[src/hw/rtl/i2cm_pkg.sv]
// shared types and constants for the i2c master bit sequencer
// used by the sequencer core, the top level and the testbench
// no dependencies

package i2cm_pkg;

    // default width of the phase timer
    localparam int unsigned TICK_WIDTH_DEF = 16;

    // command codes
    localparam logic [2:0] CMD_TICK  = 3'd0;
    localparam logic [2:0] CMD_START = 3'd1;
    localparam logic [2:0] CMD_WRITE = 3'd2;
    localparam logic [2:0] CMD_READ  = 3'd3;
    localparam logic [2:0] CMD_STOP  = 3'd4;

    // configuration register indexes
    localparam int unsigned CFG_IDX_W = 2;
    localparam int unsigned CFG_DATA_W = 16;
    localparam logic [CFG_IDX_W-1:0] CFG_QUARTER = 2'd0;
    localparam logic [CFG_IDX_W-1:0] CFG_HALF    = 2'd1;
    localparam logic [CFG_IDX_W-1:0] CFG_OD      = 2'd2;
    localparam logic [CFG_IDX_W-1:0] CFG_ENABLE  = 2'd3;

    // configuration reset values
    localparam logic [15:0] QUARTER_RST = 16'd133;
    localparam logic [15:0] HALF_RST    = 16'd285;

    // configuration write
    typedef struct packed {
        logic                  we;
        logic [CFG_IDX_W-1:0]  idx;
        logic [CFG_DATA_W-1:0] data;
    } t_cfg_wr;

    // one input beat
    typedef struct packed {
        logic [2:0] cmd;
        logic [6:0] target_address;
        logic       read_not_write;
        logic [7:0] data_byte;
        logic       last_read;
        logic       scl_in;
        logic       sda_in;
    } t_item;

    // one result beat
    typedef struct packed {
        logic       scl_low;
        logic       scl_push_high;
        logic       sda_low;
        logic       busy_res;
        logic       done_res;
        logic [7:0] received_byte;
        logic       ack_seen;
        logic       bus_error;
    } t_res;

endpackage

[src/hw/rtl/i2cm_cmd_if.sv]
// input channel of the i2c master bit sequencer: valid, ready and one tick item
// no package dependency

interface i2cm_cmd_if;
    logic       valid;
    logic       ready;
    logic [2:0] cmd;
    logic [6:0] target_address;
    logic       read_not_write;
    logic [7:0] data_byte;
    logic       last_read;
    logic       scl_in;
    logic       sda_in;

    modport source (
        output valid, cmd, target_address, read_not_write, data_byte, last_read,
               scl_in, sda_in,
        input  ready
    );
    modport sink (
        input  valid, cmd, target_address, read_not_write, data_byte, last_read,
               scl_in, sda_in,
        output ready
    );
endinterface

[src/hw/rtl/i2cm_res_if.sv]
// result channel of the i2c master bit sequencer: valid, ready and line/status fields
// no package dependency

interface i2cm_res_if;
    logic       valid;
    logic       ready;
    logic       scl_low;
    logic       scl_push_high;
    logic       sda_low;
    logic       busy_res;
    logic       done_res;
    logic [7:0] received_byte;
    logic       ack_seen;
    logic       bus_error;

    modport source (
        output valid, scl_low, scl_push_high, sda_low, busy_res, done_res,
               received_byte, ack_seen, bus_error,
        input  ready
    );
    modport sink (
        input  valid, scl_low, scl_push_high, sda_low, busy_res, done_res,
               received_byte, ack_seen, bus_error,
        output ready
    );
endinterface

[src/hw/rtl/i2c_master_bit_sequencer.sv]
// i2c master bit sequencer top level: channel handshake and result register
// depends on i2cm_pkg, i2cm_cmd_if, i2cm_res_if and i2cm_core
//
// Each input beat on i_cmd is one timer tick. In idle a tick may carry a command
// (start plus address, write byte, read byte, stop); otherwise it just advances
// the running command. Every accepted beat yields exactly one result beat on
// o_res with the SCL/SDA drive levels after that tick, busy, a done pulse, the
// last read byte, the ack flag and the error flag.
// Configuration goes through i_cfg_we / i_cfg_idx / i_cfg_data: 0 quarter period,
// 1 half period, 2 open drain, 3 bus enable; write only while the block is idle.
// Latency: the result of a beat is valid in the cycle after it is accepted.
// Throughput: one beat per cycle while results are taken; the next phase is combinational.
// The one-entry result register lets a new beat in whenever the held result is
// being taken in the same cycle; while the receiver stalls, i_cmd.ready is low.
// Reset (synchronous, active low) releases both lines, clears the sequencer state and
// the result valid flag, loads the period registers with 133 and 285 ticks and leaves the bus disabled.

module i2c_master_bit_sequencer #(
    parameter int unsigned TICK_WIDTH = i2cm_pkg::TICK_WIDTH_DEF
) (
    input  logic                                i_clk,
    input  logic                                i_rst_n,
    input  logic                                i_cfg_we,
    input  logic [i2cm_pkg::CFG_IDX_W-1:0]      i_cfg_idx,
    input  logic [i2cm_pkg::CFG_DATA_W-1:0]     i_cfg_data,
    i2cm_cmd_if.sink                            i_cmd,
    i2cm_res_if.source                          o_res
);

    i2cm_pkg::t_cfg_wr cfg;
    i2cm_pkg::t_item   item;
    i2cm_pkg::t_res    res;
    i2cm_pkg::t_res    r_res;
    logic              r_out_valid;
    logic              step;

    // beat accepted when the result register is empty or being drained
    assign i_cmd.ready = !r_out_valid || o_res.ready;
    assign step        = i_cmd.valid && i_cmd.ready;

    assign cfg.we   = i_cfg_we;
    assign cfg.idx  = i_cfg_idx;
    assign cfg.data = i_cfg_data;

    assign item.cmd            = i_cmd.cmd;
    assign item.target_address = i_cmd.target_address;
    assign item.read_not_write = i_cmd.read_not_write;
    assign item.data_byte      = i_cmd.data_byte;
    assign item.last_read      = i_cmd.last_read;
    assign item.scl_in         = i_cmd.scl_in;
    assign item.sda_in         = i_cmd.sda_in;

    i2cm_core #(
        .TICK_WIDTH (TICK_WIDTH)
    ) u_core (
        .i_clk   (i_clk),
        .i_rst_n (i_rst_n),
        .i_cfg   (cfg),
        .i_step  (step),
        .i_item  (item),
        .o_res   (res)
    );

    // result register
    always_ff @(posedge i_clk) begin
        if (!i_rst_n) begin
            r_out_valid <= 1'b0;
        end else if (step) begin
            r_out_valid <= 1'b1;
        end else if (o_res.ready) begin
            r_out_valid <= 1'b0;
        end
    end

    always_ff @(posedge i_clk) begin
        if (step) begin
            r_res <= res;
        end
    end

    assign o_res.valid         = r_out_valid;
    assign o_res.scl_low       = r_res.scl_low;
    assign o_res.scl_push_high = r_res.scl_push_high;
    assign o_res.sda_low       = r_res.sda_low;
    assign o_res.busy_res      = r_res.busy_res;
    assign o_res.done_res      = r_res.done_res;
    assign o_res.received_byte = r_res.received_byte;
    assign o_res.ack_seen      = r_res.ack_seen;
    assign o_res.bus_error     = r_res.bus_error;

endmodule

[src/hw/rtl/i2cm_core.sv]
// i2c master sequencer core: config registers, phase machine and line drivers
// depends on i2cm_pkg; advances one tick per i_step

module i2cm_core #(
    parameter int unsigned TICK_WIDTH = i2cm_pkg::TICK_WIDTH_DEF
) (
    input  logic             i_clk,
    input  logic             i_rst_n,
    input  i2cm_pkg::t_cfg_wr i_cfg,
    input  logic             i_step,
    input  i2cm_pkg::t_item  i_item,
    output i2cm_pkg::t_res   o_res
);

    typedef enum logic [3:0] {
        PH_IDLE, PH_RS_SDA, PH_RS_RISE, PH_RS_HIGH, PH_ST_SDA, PH_ST_SCL,
        PH_B_SETUP, PH_B_RISE, PH_B_HIGH, PH_B_LOW,
        PH_SP_SDA, PH_SP_RISE, PH_SP_HIGH, PH_SP_END
    } t_phase;

    localparam int unsigned SAT_W = 33;

    // period register to timer load, clamped to one and to the timer width
    function automatic logic [TICK_WIDTH-1:0] load_count(input logic [15:0] reg_val);
        logic [SAT_W-1:0] v;
        logic [SAT_W-1:0] maxv;
        v    = SAT_W'(reg_val);
        maxv = (SAT_W'(1) << TICK_WIDTH) - SAT_W'(1);
        if (v > maxv) v = maxv;
        if (v == '0) v = SAT_W'(1);
        return v[TICK_WIDTH-1:0];
    endfunction

    // configuration
    logic [15:0] r_quarter, r_half;
    logic        r_od, r_en;

    // sequencer state
    t_phase                r_phase, n_phase;
    logic [TICK_WIDTH-1:0] r_tick, n_tick;
    logic [3:0]            r_bit, n_bit;
    logic [7:0]            r_shift, n_shift;
    logic                  r_owned, n_owned;
    logic                  r_ack, n_ack;
    logic [2:0]            r_pend, n_pend;
    logic                  r_nack, n_nack;
    logic                  r_scl, n_scl;
    logic                  r_sda, n_sda;
    logic [7:0]            r_rx, n_rx;
    logic                  r_errp, n_errp;

    logic   done, err, go, bdl;
    t_phase tgt, eff;
    logic [3:0] bit_inc;

    always_comb begin
        n_phase = r_phase;
        n_tick  = r_tick;
        n_bit   = r_bit;
        n_shift = r_shift;
        n_owned = r_owned;
        n_ack   = r_ack;
        n_pend  = r_pend;
        n_nack  = r_nack;
        n_scl   = r_scl;
        n_sda   = r_sda;
        n_rx    = r_rx;
        n_errp  = r_errp;
        done    = 1'b0;
        err     = 1'b0;
        go      = 1'b0;
        tgt     = PH_IDLE;
        eff     = PH_IDLE;
        bdl     = 1'b0;
        bit_inc = r_bit + 4'd1;

        // step: command decode, rise wait, countdown or phase advance
        if (r_phase == PH_IDLE) begin
            if (i_item.cmd == i2cm_pkg::CMD_START || i_item.cmd == i2cm_pkg::CMD_WRITE ||
                i_item.cmd == i2cm_pkg::CMD_READ || i_item.cmd == i2cm_pkg::CMD_STOP) begin
                if (!r_en || ((i_item.cmd == i2cm_pkg::CMD_WRITE ||
                               i_item.cmd == i2cm_pkg::CMD_READ) && !r_owned)) begin
                    done = 1'b1;
                    err  = 1'b1;
                end else begin
                    n_pend = i_item.cmd;
                    n_errp = 1'b0;
                    n_bit  = '0;
                    go     = 1'b1;
                    case (i_item.cmd)
                        i2cm_pkg::CMD_START: begin
                            n_shift = {i_item.target_address, i_item.read_not_write};
                            tgt     = r_owned ? PH_RS_SDA : PH_ST_SDA;
                        end
                        i2cm_pkg::CMD_WRITE: begin
                            n_shift = i_item.data_byte;
                            tgt     = PH_B_SETUP;
                        end
                        i2cm_pkg::CMD_READ: begin
                            n_shift = '0;
                            n_nack  = i_item.last_read;
                            tgt     = PH_B_SETUP;
                        end
                        default: begin
                            tgt = PH_SP_SDA;
                        end
                    endcase
                end
            end
        end else if (r_phase == PH_RS_RISE || r_phase == PH_B_RISE ||
                     r_phase == PH_SP_RISE) begin
            if (i_item.scl_in) begin
                go = 1'b1;
                case (r_phase)
                    PH_RS_RISE: tgt = PH_RS_HIGH;
                    PH_B_RISE:  tgt = PH_B_HIGH;
                    default:    tgt = PH_SP_HIGH;
                endcase
            end
        end else if (r_tick > TICK_WIDTH'(1)) begin
            n_tick = r_tick - TICK_WIDTH'(1);
        end else begin
            case (r_phase)
                PH_RS_SDA:  begin go = 1'b1; tgt = PH_RS_RISE; end
                PH_RS_HIGH: begin go = 1'b1; tgt = PH_ST_SDA; end
                PH_ST_SDA:  begin go = 1'b1; tgt = PH_ST_SCL; end
                PH_ST_SCL:  begin n_bit = '0; go = 1'b1; tgt = PH_B_SETUP; end
                PH_B_SETUP: begin go = 1'b1; tgt = PH_B_RISE; end
                PH_B_HIGH: begin
                    if (r_pend == i2cm_pkg::CMD_READ) begin
                        if (r_bit < 4'd8) n_shift = {r_shift[6:0], i_item.sda_in};
                    end else if (r_bit >= 4'd8) begin
                        n_ack = !i_item.sda_in;
                    end
                    go  = 1'b1;
                    tgt = PH_B_LOW;
                end
                PH_B_LOW: begin
                    if (bit_inc <= 4'd8) begin
                        n_bit = bit_inc;
                        go    = 1'b1;
                        tgt   = PH_B_SETUP;
                    end else begin
                        n_bit = '0;
                        if (r_pend == i2cm_pkg::CMD_READ) begin
                            n_rx    = r_shift;
                            n_phase = PH_IDLE;
                            n_tick  = '0;
                            done    = 1'b1;
                        end else if (r_ack) begin
                            n_phase = PH_IDLE;
                            n_tick  = '0;
                            done    = 1'b1;
                        end else begin
                            n_errp = 1'b1;
                            go     = 1'b1;
                            tgt    = PH_SP_SDA;
                        end
                    end
                end
                PH_SP_SDA:  begin go = 1'b1; tgt = PH_SP_RISE; end
                PH_SP_HIGH: begin go = 1'b1; tgt = PH_SP_END; end
                PH_SP_END: begin
                    n_owned = 1'b0;
                    n_phase = PH_IDLE;
                    n_tick  = '0;
                    done    = 1'b1;
                    err     = r_errp;
                    n_errp  = 1'b0;
                end
                default: begin
                    n_phase = PH_IDLE;
                    n_tick  = '0;
                    done    = 1'b1;
                end
            endcase
        end

        // data bit level for the next setup phase, from updated bit and shift state
        if (n_pend == i2cm_pkg::CMD_READ) begin
            bdl = (n_bit >= 4'd8) ? !n_nack : 1'b0;
        end else if (n_bit >= 4'd8) begin
            bdl = 1'b0;
        end else begin
            bdl = !n_shift[~n_bit[2:0]];
        end

        // phase entry: line changes and timer load; push-pull skips the rise wait
        if (go) begin
            eff = tgt;
            if (tgt == PH_RS_RISE || tgt == PH_B_RISE || tgt == PH_SP_RISE) begin
                n_scl = 1'b0;
                if (!r_od) begin
                    case (tgt)
                        PH_RS_RISE: eff = PH_RS_HIGH;
                        PH_B_RISE:  eff = PH_B_HIGH;
                        default:    eff = PH_SP_HIGH;
                    endcase
                end
            end
            n_phase = eff;
            case (eff)
                PH_RS_SDA:  begin n_sda = 1'b0; n_tick = load_count(r_quarter); end
                PH_ST_SDA: begin
                    n_sda   = 1'b1;
                    n_owned = 1'b1;
                    n_tick  = load_count(r_quarter);
                end
                PH_ST_SCL:  begin n_scl = 1'b1; n_tick = load_count(r_quarter); end
                PH_B_SETUP: begin n_sda = bdl; n_tick = load_count(r_quarter); end
                PH_B_LOW:   begin n_scl = 1'b1; n_tick = load_count(r_quarter); end
                PH_SP_SDA:  begin n_sda = 1'b1; n_tick = load_count(r_quarter); end
                PH_SP_END:  begin n_sda = 1'b0; n_tick = load_count(r_half); end
                PH_RS_HIGH: n_tick = load_count(r_quarter);
                PH_B_HIGH, PH_SP_HIGH: n_tick = load_count(r_half);
                PH_RS_RISE, PH_B_RISE, PH_SP_RISE: n_tick = '0;
                default: begin
                    n_phase = PH_IDLE;
                    n_tick  = '0;
                end
            endcase
        end
    end

    // result of this tick
    always_comb begin
        o_res.scl_low       = n_scl;
        o_res.scl_push_high = !n_scl && !r_od;
        o_res.sda_low       = n_sda;
        o_res.busy_res      = (n_phase != PH_IDLE);
        o_res.done_res      = done;
        o_res.received_byte = n_rx;
        o_res.ack_seen      = n_ack;
        o_res.bus_error     = err;
    end

    // configuration and state registers
    always_ff @(posedge i_clk) begin
        if (!i_rst_n) begin
            r_quarter <= i2cm_pkg::QUARTER_RST;
            r_half    <= i2cm_pkg::HALF_RST;
            r_od      <= 1'b0;
            r_en      <= 1'b0;
            r_phase   <= PH_IDLE;
            r_tick    <= '0;
            r_bit     <= '0;
            r_shift   <= '0;
            r_owned   <= 1'b0;
            r_ack     <= 1'b0;
            r_pend    <= i2cm_pkg::CMD_TICK;
            r_nack    <= 1'b0;
            r_scl     <= 1'b0;
            r_sda     <= 1'b0;
            r_rx      <= '0;
            r_errp    <= 1'b0;
        end else begin
            if (i_cfg.we) begin
                case (i_cfg.idx)
                    i2cm_pkg::CFG_QUARTER: r_quarter <= i_cfg.data;
                    i2cm_pkg::CFG_HALF:    r_half    <= i_cfg.data;
                    i2cm_pkg::CFG_OD:      r_od      <= i_cfg.data[0];
                    i2cm_pkg::CFG_ENABLE:  r_en      <= i_cfg.data[0];
                    default: ;
                endcase
            end
            if (i_step) begin
                r_phase <= n_phase;
                r_tick  <= n_tick;
                r_bit   <= n_bit;
                r_shift <= n_shift;
                r_owned <= n_owned;
                r_ack   <= n_ack;
                r_pend  <= n_pend;
                r_nack  <= n_nack;
                r_scl   <= n_scl;
                r_sda   <= n_sda;
                r_rx    <= n_rx;
                r_errp  <= n_errp;
            end
        end
    end

    // checks
    a_err_needs_done: assert property (@(posedge i_clk) disable iff (!i_rst_n)
        err |-> done)
        else $error("bus error without done");
    a_bit_range: assert property (@(posedge i_clk) disable iff (!i_rst_n)
        r_bit <= 4'd8)
        else $error("bit index past the ack bit");
    a_bits_need_owner: assert property (@(posedge i_clk) disable iff (!i_rst_n)
        (r_phase == PH_B_SETUP || r_phase == PH_B_HIGH || r_phase == PH_B_LOW) |-> r_owned)
        else $error("data bit outside an open transfer");
    a_idle_timer_clear: assert property (@(posedge i_clk) disable iff (!i_rst_n)
        (r_phase == PH_IDLE) |-> (r_tick == '0))
        else $error("timer running while idle");
    a_hold_without_step: assert property (@(posedge i_clk) disable iff (!i_rst_n)
        !i_step |=> ($stable(r_phase) && $stable(r_tick)))
        else $error("state moved without a beat");

endmodule

[src/flat_wrapper.sv]
// flat-port wrapper written by rule: the top's interface ports become plain ports
module i2c_master_bit_sequencer_flat 
#(
    parameter int unsigned TICK_WIDTH = i2cm_pkg::TICK_WIDTH_DEF
)
  (i_clk, i_rst_n, i_cfg_we, i_cfg_idx, i_cfg_data, i_cmd_valid, i_cmd_cmd, i_cmd_target_address, i_cmd_read_not_write, i_cmd_data_byte, i_cmd_last_read, i_cmd_scl_in, i_cmd_sda_in, i_cmd_ready, o_res_valid, o_res_scl_low, o_res_scl_push_high, o_res_sda_low, o_res_busy_res, o_res_done_res, o_res_received_byte, o_res_ack_seen, o_res_bus_error, o_res_ready);
  i2cm_cmd_if i_cmd_i ();
  i2cm_res_if o_res_i ();
  input  logic i_clk;
  input  logic i_rst_n;
  input  logic i_cfg_we;
  input  logic [i2cm_pkg::CFG_IDX_W-1:0] i_cfg_idx;
  input  logic [i2cm_pkg::CFG_DATA_W-1:0] i_cfg_data;
  input wire logic [$bits(i_cmd_i.valid)-1:0] i_cmd_valid;
  input wire logic [$bits(i_cmd_i.cmd)-1:0] i_cmd_cmd;
  input wire logic [$bits(i_cmd_i.target_address)-1:0] i_cmd_target_address;
  input wire logic [$bits(i_cmd_i.read_not_write)-1:0] i_cmd_read_not_write;
  input wire logic [$bits(i_cmd_i.data_byte)-1:0] i_cmd_data_byte;
  input wire logic [$bits(i_cmd_i.last_read)-1:0] i_cmd_last_read;
  input wire logic [$bits(i_cmd_i.scl_in)-1:0] i_cmd_scl_in;
  input wire logic [$bits(i_cmd_i.sda_in)-1:0] i_cmd_sda_in;
  output wire logic [$bits(i_cmd_i.ready)-1:0] i_cmd_ready;
  output wire logic [$bits(o_res_i.valid)-1:0] o_res_valid;
  output wire logic [$bits(o_res_i.scl_low)-1:0] o_res_scl_low;
  output wire logic [$bits(o_res_i.scl_push_high)-1:0] o_res_scl_push_high;
  output wire logic [$bits(o_res_i.sda_low)-1:0] o_res_sda_low;
  output wire logic [$bits(o_res_i.busy_res)-1:0] o_res_busy_res;
  output wire logic [$bits(o_res_i.done_res)-1:0] o_res_done_res;
  output wire logic [$bits(o_res_i.received_byte)-1:0] o_res_received_byte;
  output wire logic [$bits(o_res_i.ack_seen)-1:0] o_res_ack_seen;
  output wire logic [$bits(o_res_i.bus_error)-1:0] o_res_bus_error;
  input wire logic [$bits(o_res_i.ready)-1:0] o_res_ready;
  assign i_cmd_i.valid = i_cmd_valid;
  assign i_cmd_i.cmd = i_cmd_cmd;
  assign i_cmd_i.target_address = i_cmd_target_address;
  assign i_cmd_i.read_not_write = i_cmd_read_not_write;
  assign i_cmd_i.data_byte = i_cmd_data_byte;
  assign i_cmd_i.last_read = i_cmd_last_read;
  assign i_cmd_i.scl_in = i_cmd_scl_in;
  assign i_cmd_i.sda_in = i_cmd_sda_in;
  assign i_cmd_ready = i_cmd_i.ready;
  assign o_res_valid = o_res_i.valid;
  assign o_res_scl_low = o_res_i.scl_low;
  assign o_res_scl_push_high = o_res_i.scl_push_high;
  assign o_res_sda_low = o_res_i.sda_low;
  assign o_res_busy_res = o_res_i.busy_res;
  assign o_res_done_res = o_res_i.done_res;
  assign o_res_received_byte = o_res_i.received_byte;
  assign o_res_ack_seen = o_res_i.ack_seen;
  assign o_res_bus_error = o_res_i.bus_error;
  assign o_res_i.ready = o_res_ready;
  i2c_master_bit_sequencer #(.TICK_WIDTH(TICK_WIDTH)) u_core (.i_clk(i_clk), .i_rst_n(i_rst_n), .i_cfg_we(i_cfg_we), .i_cfg_idx(i_cfg_idx), .i_cfg_data(i_cfg_data), .i_cmd(i_cmd_i), .o_res(o_res_i));
endmodule
[config.mk]
export PLATFORM = sky130hd
export DESIGN_NAME = i2c_master_bit_sequencer_flat
export DESIGN_NICKNAME = d
export VERILOG_FILES = /design/src/hw/rtl/i2cm_pkg.sv /design/src/hw/rtl/i2cm_cmd_if.sv /design/src/hw/rtl/i2cm_res_if.sv /design/src/hw/rtl/i2c_master_bit_sequencer.sv /design/src/hw/rtl/i2cm_core.sv /design/src/flat_wrapper.sv
export SDC_FILE = /design/constraint.sdc
export NUM_CORES = 1
export LEC_CHECK = 0
export BUFFER_PORTS_ARGS = -buffer_cell sky130_fd_sc_hd__buf_2
export CORE_ASPECT_RATIO = 1.1
export CORE_MARGIN = 3
export CORE_UTILIZATION = 51
export DETAILED_ROUTE_END_ITERATION = 8
export HOLD_SLACK_MARGIN = 0.06
export PLACE_DENSITY = 0.71
export SLEW_MARGIN = 20
export SYNTH_ARGS = -nofsm -noshare
export SYNTH_HDL_FRONTEND = slang
export SYNTH_SLANG_ARGS = --single-unit
[constraint.sdc]
create_clock -name i_clk -period 3.3 [get_ports i_clk]
set_clock_uncertainty 0.1 [all_clocks]
set_input_delay 0.33 -clock i_clk [delete_from_list [all_inputs] [get_ports i_clk]]
set_output_delay 0.33 -clock i_clk [all_outputs]
set_load 0.01 [all_outputs]
==> impl_metrics.xml, run 1 <==
<?xml version="1.0" encoding="UTF-8"?>
<metrics>
  <group name="floorplanning">
    <metric name="horizontal_extent_of_the_die" unit="µm">109.4</metric>
    <metric name="die_area" unit="mm²">0.01309</metric>
    <metric name="initial_utilization" unit="%">53.47</metric>
    <metric name="boundary_pin_count" unit="">62</metric>
    <metric name="die-height" unit="µm">119.7</metric>
    <metric name="design.core.area" unit="mm²">0.01121</metric>
    <metric name="rows" unit="">40</metric>
  </group>
  <group name="worst_setup_path">
    <metric name="worstPathArrival" unit="ns">3.22</metric>
    <metric name="r2r_start" unit="">u_core.u_core.r_tick[7]</metric>
    <metric name="timing.rr.end" unit="">u_core.u_core.r_tick[9]</metric>
    <metric name="timing.critical_path.from_type" unit="">register</metric>
    <metric name="critical_path_cell_count" unit="">9</metric>
    <metric name="slowest_delay" unit="ns">0.59</metric>
    <metric name="crit_family" unit="">simple AND/OR/NAND/NOR gates</metric>
    <metric name="peak_fanout_along_the_critical_path" unit="">10</metric>
    <metric name="crit_end" unit="">u_core.u_core.r_tick[9]</metric>
    <metric name="category_of_the_critical_setup_timing_path" unit="">reg2reg</metric>
    <metric name="ff2ff_path_depth" unit="">9</metric>
    <metric name="startpoint" unit="">u_core.u_core.r_tick[7]</metric>
    <metric name="critical_path_buf_inv_count" unit="">0</metric>
    <metric name="setup.reg_to_reg.worst_slack" unit="ns">0.17</metric>
    <metric name="required_worst_endpoint" unit="ns">3.39</metric>
    <metric name="crit_chain" unit="">or4_4 -&gt; nor4_4 -&gt; nand3_1 -&gt; or3_1 -&gt; o21ai_2 -&gt; and2_2 -&gt; nand2_4 -&gt; a221oi_1 -&gt; a221oi_1</metric>
    <metric name="crit_slowest_cell" unit="">sky130_fd_sc_hd__or4_4</metric>
    <metric name="crit_top_cell" unit="">sky130_fd_sc_hd__a221oi_1</metric>
    <metric name="end_kind" unit="">register</metric>
  </group>
  <group name="sta">
    <metric name="grt_setup_unrepaired" unit="">no</metric>
    <metric name="min_period_over_period" unit="%">94.78</metric>
    <metric name="max_clock_freq" unit="MHz">319.7</metric>
    <metric name="slew_headroom" unit="%">28.59</metric>
    <metric name="hold-worst-slack" unit="ns">0.1060</metric>
    <metric name="final-setup-viol-count" unit="">0</metric>
    <metric name="timing_hold_violations_final" unit="">0</metric>
    <metric name="tightestPinTransition" unit="ns">1.067</metric>
    <metric name="layout_min_cycle_time" unit="ns">3.128</metric>
    <metric name="final-max-slew-violation-count" unit="">0</metric>
    <metric name="fin_setup_tns" unit="ns">0</metric>
  </group>
  <group name="placed_design">
    <metric name="hpwl" unit="µm">12940</metric>
    <metric name="finalWeightedCongestion" unit="">1.027</metric>
    <metric name="portBuffers" unit="">61</metric>
  </group>
  <group name="grt">
    <metric name="grt_max_degree" unit="">55</metric>
    <metric name="grt_antenna_before_repair" unit="">0</metric>
    <metric name="grt_util_all_layers" unit="%">27.97</metric>
    <metric name="grt_pass1_vias" unit="">5884</metric>
    <metric name="grt_total_ovfl" unit="">0</metric>
    <metric name="grt_first_pass_wirelength" unit="µm">29560</metric>
  </group>
  <group name="pwr">
    <metric name="pwr_density_cell" unit="mW/mm²">686.0</metric>
    <metric name="vdd_drop_max" unit="mV">0.3639</metric>
    <metric name="p_sw_share" unit="%">41.42</metric>
    <metric name="seqPwrFrac" unit="%">31.3</metric>
    <metric name="clockPowerShare" unit="%">22.7</metric>
    <metric name="p_sw" unit="mW">1.949</metric>
    <metric name="power.leakage" unit="nW">2.607</metric>
    <metric name="power_report.internal_total" unit="mW">2.757</metric>
    <metric name="comb_power_share" unit="%">46.0</metric>
  </group>
  <group name="route">
    <metric name="vias" unit="">6119</metric>
    <metric name="drt-wirelength-per-cell" unit="µm">17.92</metric>
    <metric name="initial_drt_markers" unit="">506</metric>
    <metric name="drtAntennaViolNets" unit="">0</metric>
    <metric name="detailedRoute.firstPassIterationCount" unit="">5</metric>
    <metric name="drt-vias-per-instance" unit="">6.175</metric>
    <metric name="drc" unit="">0</metric>
    <metric name="drt-total-wl" unit="µm">17760</metric>
  </group>
  <group name="logic_synthesis">
    <metric name="syn_area_per_cell" unit="µm²">7.666</metric>
    <metric name="yosys.cell_types.count" unit="">81</metric>
    <metric name="gate_count_of_the_mapped_netlist" unit="">782</metric>
    <metric name="syn_area" unit="mm²">0.005994</metric>
    <metric name="synth_fp_nets" unit="">831</metric>
    <metric name="synth_enable_flop_cells" unit="">15</metric>
    <metric name="ys_seq_elements" unit="">99</metric>
    <metric name="synthArstFlopShare" unit="%">0</metric>
    <metric name="synth_ff_type" unit="">sky130_fd_sc_hd__dfxtp_1</metric>
    <metric name="synth_warnings" unit="">0</metric>
    <metric name="sequential_share_of_the_synthesized_area" unit="%">35.57</metric>
  </group>
  <group name="status">
    <metric name="status" unit="">complete, no violations</metric>
  </group>
  <group name="cts">
    <metric name="tritoncts_num_sinks" unit="">99</metric>
    <metric name="cts.reportedPaths.clkPinSlew" unit="ns">0.07</metric>
    <metric name="clk-insertion-delay-late" unit="ns">0.35</metric>
    <metric name="tritoncts" unit="">done</metric>
    <metric name="cts-buffers-inserted" unit="">9</metric>
    <metric name="cts_max_path_buffers" unit="">2</metric>
    <metric name="htree_num_levels" unit="">3</metric>
    <metric name="clockRootBuffer" unit="">sky130_fd_sc_hd__clkbuf_16</metric>
  </group>
  <group name="finish">
    <metric name="layout-drive-gt1-share" unit="%">17.65</metric>
    <metric name="fill_cells" unit="">1039</metric>
    <metric name="number_of_nets_at_the_end_of_the_flow" unit="">888</metric>
    <metric name="layout.cells.most_common_list" unit="">159 x sky130_fd_sc_hd__nand2_1, 84 x sky130_fd_sc_hd__dfxtp_1, 68 x sky130_fd_sc_hd__a21oi_1, 64 x sky130_fd_sc_hd__nor2_1, 61 x sky130_fd_sc_hd__buf_2</metric>
    <metric name="mostFrequentLayoutCell" unit="">sky130_fd_sc_hd__nand2_1</metric>
    <metric name="final_core_utilization" unit="%">61.19</metric>
    <metric name="syn2layout_area_growth" unit="%">14.44</metric>
    <metric name="antenna_cells" unit="">0</metric>
  </group>
  <group name="worst_hold_path">
    <metric name="min-delay-path-class" unit="">in2reg</metric>
  </group>
  <group name="run">
    <metric name="maxCapViolations" unit="">0</metric>
  </group>
</metrics>
-- stage by stage --
stage	power, mW	setup WS [ns]	instance area (µm²)	instances
finish	4.706	0.1722	6860	991
global route	4.980	0.002789	6860	991
CTS	4.644	0.01329	6828	990
detailed placement	3.571	0.07241	6535	974
global placement	3.551	0.04849	6535	974
floorplan	2.942	0.3909	5995	782
-- metal layers --
layer	track usage, %	wire length (µm)
met5	0	0
met4	10.13	475
met3	5.056	1184
met2	46.07	8609
met1	36.32	7486
-- cell type report --
type,instances,area [µm²],area share [%]
inverters,18,67.56,0.9849
repair buffers,100,635.6,9.265
clock buffers,11,232.7,3.392
well taps,147,183.9,2.681
multi-input cells,611,3548,51.72
clock inverters,5,60.06,0.8754
flip-flops and latches,99,2132,31.08
-- state kept, by name, summed over array words and instances (netlist names), 3 cells and up --
register / flops
u_core.u_core.r_bit: 4
u_core.u_core.r_tick: 16
u_core.u_core.r_pend: 3
u_core.u_core.r_phase: 4
u_core.u_core.r_half: 16
u_core.o_res.received_byte: 8
u_core.u_core.r_rx: 8
u_core.u_core.r_quarter: 16
u_core.u_core.r_shift: 8
-- what timing repair did --
item | CTS | global route
hold buffers | 0 | 0
gates resized for setup | 0 | 6
setup buffers | 0 | 1
setup endpoints to repair | 0 | 19
-- power by group through the flow --
stage          Clock [mW]  Combinational [mW]  Sequential, mW
4_1_cts              1.08                2.09            1.47
2_1_floorplan           0                1.47            1.47
3_5_place_dp            0                2.08            1.49
6_report             1.07                2.17            1.47
3_3_place_gp            0                2.06            1.49
5_1_grt              1.13                2.36            1.49
-- worst min path at each step --
stage | start | to | slack [ns] | cells after the start
final | i_cfg_data[8] | u_core.u_core.r_half[8] | 0.11 | 3
after global placement | u_core.u_core.r_pend[2] | u_core.u_core.r_pend[2] | 0.34 | 2
after CTS | i_cfg_data[8] | u_core.u_core.r_half[8] | 0.1 | 3
after global routing | i_cfg_data[9] | u_core.u_core.r_quarter[9] | 0.13 | 3
after floorplan | u_core.u_core.r_pend[2] | u_core.u_core.r_pend[2] | 0.33 | 2
after detailed placement | u_core.u_core.r_pend[2] | u_core.u_core.r_pend[2] | 0.34 | 2
-- worst register-to-register path: stages (launching register included) --
cell                       delay, ns
sky130_fd_sc_hd__dfxtp_1        0.37
sky130_fd_sc_hd__or4_4          0.59
sky130_fd_sc_hd__nor4_4         0.23
sky130_fd_sc_hd__nand3_1        0.20
sky130_fd_sc_hd__or3_1          0.43
sky130_fd_sc_hd__o21ai_2        0.25
sky130_fd_sc_hd__and2_2         0.28
sky130_fd_sc_hd__nand2_4        0.12
sky130_fd_sc_hd__a221oi_1       0.27
sky130_fd_sc_hd__a221oi_1       0.14
-- cells in the mapped netlist, types with 7 or more instances --
cell                       instances  area (µm²)
sky130_fd_sc_hd__a22o_1            8       70.07
sky130_fd_sc_hd__nand2_1         160       600.6
sky130_fd_sc_hd__or3_1             7       43.79
sky130_fd_sc_hd__dfxtp_1          84        1682
sky130_fd_sc_hd__clkbuf_1         32       120.1
sky130_fd_sc_hd__and2_1           10       62.56
sky130_fd_sc_hd__nand3_1          36       180.2
sky130_fd_sc_hd__a21oi_1          69       345.3
sky130_fd_sc_hd__mux2i_1           9       90.09
sky130_fd_sc_hd__a211oi_1         18       135.1
sky130_fd_sc_hd__edfxtp_1         15       450.4
sky130_fd_sc_hd__o21ai_0          33       165.2
sky130_fd_sc_hd__nor4_1           15       93.84
sky130_fd_sc_hd__buf_2            10       50.05
sky130_fd_sc_hd__nor2_1           64       240.2
sky130_fd_sc_hd__inv_1            17       63.81
sky130_fd_sc_hd__a31oi_1          13       81.33
sky130_fd_sc_hd__a221oi_1         22       192.7
sky130_fd_sc_hd__nor3_1           19       95.09
sky130_fd_sc_hd__and3_1            7       43.79
-- cell families (layout without fill, tap and decap cells) --
family                   Yosys count  count (layout)  synth area share (%)
flip-flops                        99              99                 35.57
AO/OA/AOI/OAI                    223             223                 25.53
buffers and inverters             72             134                 5.531
multiplexers                      11              11                 1.879
XOR/XNOR                           8               8                 1.169
adder cells (fa/ha/maj)            4               4                0.8349
AND/OR/NAND/NOR                  365             365                 29.49
Note: power is estimated with default switching activity, not from simulation.
==> inputs of run 2 (changes only) <==
CORE_UTILIZATION = 50   (was 51)
MAX_ROUTING_LAYER = met4   (was not set)
PLACE_DENSITY = 0.69   (was 0.71)
clock period = 3.2 ns   (was 3.3 ns; I/O delays follow)
==> run 2 against run 1 <==
Final area increased by 2.9%. Maximum frequency fell by 1.8%. Critical path depth grew 1. Setup slack got worse by 0.16 ns. Die area is 1.9% higher. Clock power barely moved. Global-route usage shrank 0.14 points. First-iteration DRC count grew 4.7%. Wire length is 5.8% higher. Largest cell class unchanged. Largest power group unchanged.
==> impl_metrics.xml, run 2 (synthesis gave the netlist of run 1 again) <==
<?xml version="1.0" encoding="UTF-8"?>
<metrics>
  <group name="worst_setup_path">
    <metric name="crit_slowest_cell" unit="">sky130_fd_sc_hd__or4_4</metric>
    <metric name="ff2ff_path_depth" unit="">10</metric>
    <metric name="required_worst_endpoint" unit="ns">3.34</metric>
    <metric name="category_of_the_critical_setup_timing_path" unit="">reg2reg</metric>
    <metric name="end_kind" unit="">register</metric>
    <metric name="setup.reg_to_reg.worst_slack" unit="ns">0.02</metric>
    <metric name="timing.rr.end" unit="">u_core.u_core.r_tick[9]</metric>
    <metric name="crit_end" unit="">u_core.u_core.r_tick[9]</metric>
    <metric name="timing.critical_path.from_type" unit="">register</metric>
    <metric name="peak_fanout_along_the_critical_path" unit="">8</metric>
    <metric name="crit_chain" unit="">or4_4 -&gt; nor4_4 -&gt; buf_4 -&gt; and3_4 -&gt; o211ai_4 -&gt; or3_4 -&gt; o22ai_4 -&gt; buf_12 -&gt; a221oi_2 -&gt; a221oi_1</metric>
    <metric name="crit_family" unit="">simple AND/OR/NAND/NOR gates</metric>
    <metric name="critical_path_buf_inv_count" unit="">2</metric>
    <metric name="critical_path_cell_count" unit="">10</metric>
    <metric name="startpoint" unit="">u_core.u_core.r_tick[7]</metric>
    <metric name="worstPathArrival" unit="ns">3.32</metric>
    <metric name="slowest_delay" unit="ns">0.57</metric>
    <metric name="r2r_start" unit="">u_core.u_core.r_tick[7]</metric>
  </group>
  <group name="pwr">
    <metric name="pwr_density_cell" unit="mW/mm²">722.1</metric>
    <metric name="comb_power_share" unit="%">49.3</metric>
    <metric name="design_power_total" unit="mW">5.098</metric>
    <metric name="power.leakage" unit="nW">2.681</metric>
    <metric name="p_sw" unit="mW">2.165</metric>
    <metric name="clockPowerShare" unit="%">20.7</metric>
    <metric name="seqPwrFrac" unit="%">30.1</metric>
    <metric name="p_sw_share" unit="%">42.47</metric>
    <metric name="power_report.internal_total" unit="mW">2.933</metric>
    <metric name="vdd_drop_max" unit="mV">0.3489</metric>
  </group>
  <group name="sta">
    <metric name="layout_min_cycle_time" unit="ns">3.185</metric>
    <metric name="slew_headroom" unit="%">52.34</metric>
    <metric name="final-max-slew-violation-count" unit="">0</metric>
    <metric name="timing_hold_violations_final" unit="">0</metric>
    <metric name="grt_setup_unrepaired" unit="">yes</metric>
    <metric name="max_clock_freq" unit="MHz">314.0</metric>
    <metric name="final-setup-viol-count" unit="">0</metric>
    <metric name="tightestPinTransition" unit="ns">0.7141</metric>
    <metric name="setup_slack" unit="ns">0.01548</metric>
    <metric name="min_period_over_period" unit="%">99.52</metric>
  </group>
  <group name="cts">
    <metric name="cts-buffers-inserted" unit="">9</metric>
    <metric name="htree_num_levels" unit="">3</metric>
    <metric name="clk-insertion-delay-late" unit="ns">0.35</metric>
    <metric name="cts.reportedPaths.clkPinSlew" unit="ns">0.07</metric>
    <metric name="clockRootBuffer" unit="">sky130_fd_sc_hd__clkbuf_16</metric>
    <metric name="cts_max_path_buffers" unit="">2</metric>
    <metric name="tritoncts_num_sinks" unit="">99</metric>
    <metric name="tritoncts" unit="">done</metric>
  </group>
  <group name="grt">
    <metric name="grt_max_degree" unit="">55</metric>
    <metric name="grt_total_ovfl" unit="">0</metric>
    <metric name="grt_antenna_before_repair" unit="">0</metric>
    <metric name="grt_pass1_vias" unit="">5902</metric>
    <metric name="grt_util_all_layers" unit="%">27.83</metric>
    <metric name="grt_first_pass_wirelength" unit="µm">29730</metric>
  </group>
  <group name="floorplanning">
    <metric name="die-height" unit="µm">120.8</metric>
    <metric name="design.core.area" unit="mm²">0.01159</metric>
    <metric name="initial_utilization" unit="%">51.71</metric>
    <metric name="boundary_pin_count" unit="">62</metric>
    <metric name="horizontal_extent_of_the_die" unit="µm">110.4</metric>
    <metric name="die_area" unit="mm²">0.01334</metric>
    <metric name="rows" unit="">41</metric>
  </group>
  <group name="placed_design">
    <metric name="hpwl" unit="µm">13450</metric>
    <metric name="dpl.cell_count" unit="">977</metric>
    <metric name="finalWeightedCongestion" unit="">0.9270</metric>
    <metric name="portBuffers" unit="">61</metric>
    <metric name="pre_cts_slack" unit="ns">0.05310</metric>
  </group>
  <group name="finish">
    <metric name="syn2layout_area_growth" unit="%">17.78</metric>
    <metric name="layout.cells.most_common_list" unit="">160 x sky130_fd_sc_hd__nand2_1, 83 x sky130_fd_sc_hd__dfxtp_1, 67 x sky130_fd_sc_hd__a21oi_1, 63 x sky130_fd_sc_hd__nor2_1, 61 x sky130_fd_sc_hd__buf_2</metric>
    <metric name="antenna_cells" unit="">0</metric>
    <metric name="fill_cells" unit="">1071</metric>
    <metric name="largest_registers" unit="">u_core.u_core.r_half: 16 flops, u_core.u_core.r_quarter: 16 flops, u_core.u_core.r_tick: 16 flops</metric>
    <metric name="layout.cells.non_filler" unit="">1000</metric>
    <metric name="layout-drive-gt1-share" unit="%">20.00</metric>
    <metric name="final_core_utilization" unit="%">60.90</metric>
    <metric name="mostFrequentLayoutCell" unit="">sky130_fd_sc_hd__nand2_1</metric>
    <metric name="number_of_nets_at_the_end_of_the_flow" unit="">894</metric>
  </group>
  <group name="run">
    <metric name="maxCapViolations" unit="">0</metric>
  </group>
  <group name="route">
    <metric name="drt-total-wl" unit="µm">18790</metric>
    <metric name="drt-vias-per-instance" unit="">6.254</metric>
    <metric name="drt-wirelength-per-cell" unit="µm">18.79</metric>
    <metric name="drc" unit="">0</metric>
    <metric name="detailedRoute.firstPassIterationCount" unit="">5</metric>
    <metric name="drtAntennaViolNets" unit="">0</metric>
    <metric name="initial_drt_markers" unit="">530</metric>
    <metric name="vias" unit="">6254</metric>
  </group>
  <group name="worst_hold_path">
    <metric name="min-delay-path-class" unit="">in2reg</metric>
  </group>
  <group name="status">
    <metric name="status" unit="">complete, no violations</metric>
  </group>
</metrics>
==> run 2: cell types whose count changed in the layout (fill, tap and decap cells not counted), sizes merged <==
cell / change
buf: +5
clkinv: +2
bufinv: -1
clkbuf: -1
inv: +1
==> run 2: worst reg2reg max path, stage by stage (launching register included) <==
cell and delay [ns]:
sky130_fd_sc_hd__dfxtp_4 0.36, sky130_fd_sc_hd__or4_4 0.57, sky130_fd_sc_hd__nor4_4 0.28, sky130_fd_sc_hd__buf_4 0.17, sky130_fd_sc_hd__and3_4 0.24, sky130_fd_sc_hd__o211ai_4 0.11, sky130_fd_sc_hd__or3_4 0.44, sky130_fd_sc_hd__o22ai_4 0.28
sky130_fd_sc_hd__buf_12 0.19, sky130_fd_sc_hd__a221oi_2 0.06, sky130_fd_sc_hd__a221oi_1 0.28
==> run 2: area by class of cell <==
class | count | area (µm²) | area share [%]
clock buffers | 9 | 225.2 | 3.190
clock inverters | 7 | 51.30 | 0.7266
inverters | 18 | 67.56 | 0.9569
multi-input cells | 611 | 3670 | 51.98
flip-flops and latches | 99 | 2136 | 30.25
well taps | 150 | 187.7 | 2.658
repair buffers | 106 | 723.2 | 10.24
==> run 2: what timing repair did <==
| action | in CTS | in global routing |
|---|---|---|
| resized for setup | 0 | 28 |
| setup buffers | 0 | 6 |
| endpoints found under the setup margin | 0 | 19 |
| hold buffers | 0 | 0 |
==> run 2: routing by layer <==
| metal | wire, µm | share of wire [%] | up-vias | GRT usage (%) |
|---|---|---|---|---|
| li1 | - | - | 2982 | - |
| met1 | 7754 | 41 | 2930 | 34.06 |
| met3 | 1180 | 6.3 | 63 | 3.103 |
| met5 | 0 | 0 | - | - |
| met4 | 826 | 4.4 | 0 | 12.93 |
| met2 | 9026 | 48 | 279 | 46.36 |
==> run 2: how the worst min path moves through the flow <==
stage | startpoint | to | slack, ns | cells after the start
after floorplan | u_core.u_core.r_pend[2] | u_core.u_core.r_pend[2] | 0.33 | 2
after global placement | u_core.u_core.r_pend[2] | u_core.u_core.r_pend[2] | 0.34 | 2
after detailed placement | u_core.u_core.r_rx[2] | u_core.u_core.r_rx[2] | 0.35 | 2
after CTS | i_cfg_data[2] | u_core.u_core.r_quarter[2] | 0.09 | 3
after global routing | i_cfg_data[2] | u_core.u_core.r_half[2] | 0.11 | 3
final | i_cfg_data[4] | u_core.u_core.r_half[4] | 0.1 | 3
==> run 2: power by group through the flow <==
stage / Sequential (mW) / Clock, mW / Combinational, mW
floorplan: 1.52 / 0 / 1.52
finish: 1.53 / 1.05 / 2.51
CTS: 1.52 / 1.06 / 2.22
detailed placement: 1.55 / 0 / 2.20
global placement: 1.55 / 0 / 2.19
global route: 1.55 / 1.10 / 2.70
==> run 2: metrics by stage <==
stage	hold WS, ns	area, µm²	setup TNS [ns]
2_1_floorplan	0.3311	5995	0
3_3_place_gp	0.3414	6576	0
5_1_grt	0.1053	7061	-0.4460
6_report	0.09894	7061	0
3_5_place_dp	0.3467	6576	0
4_1_cts	0.09327	6853	0
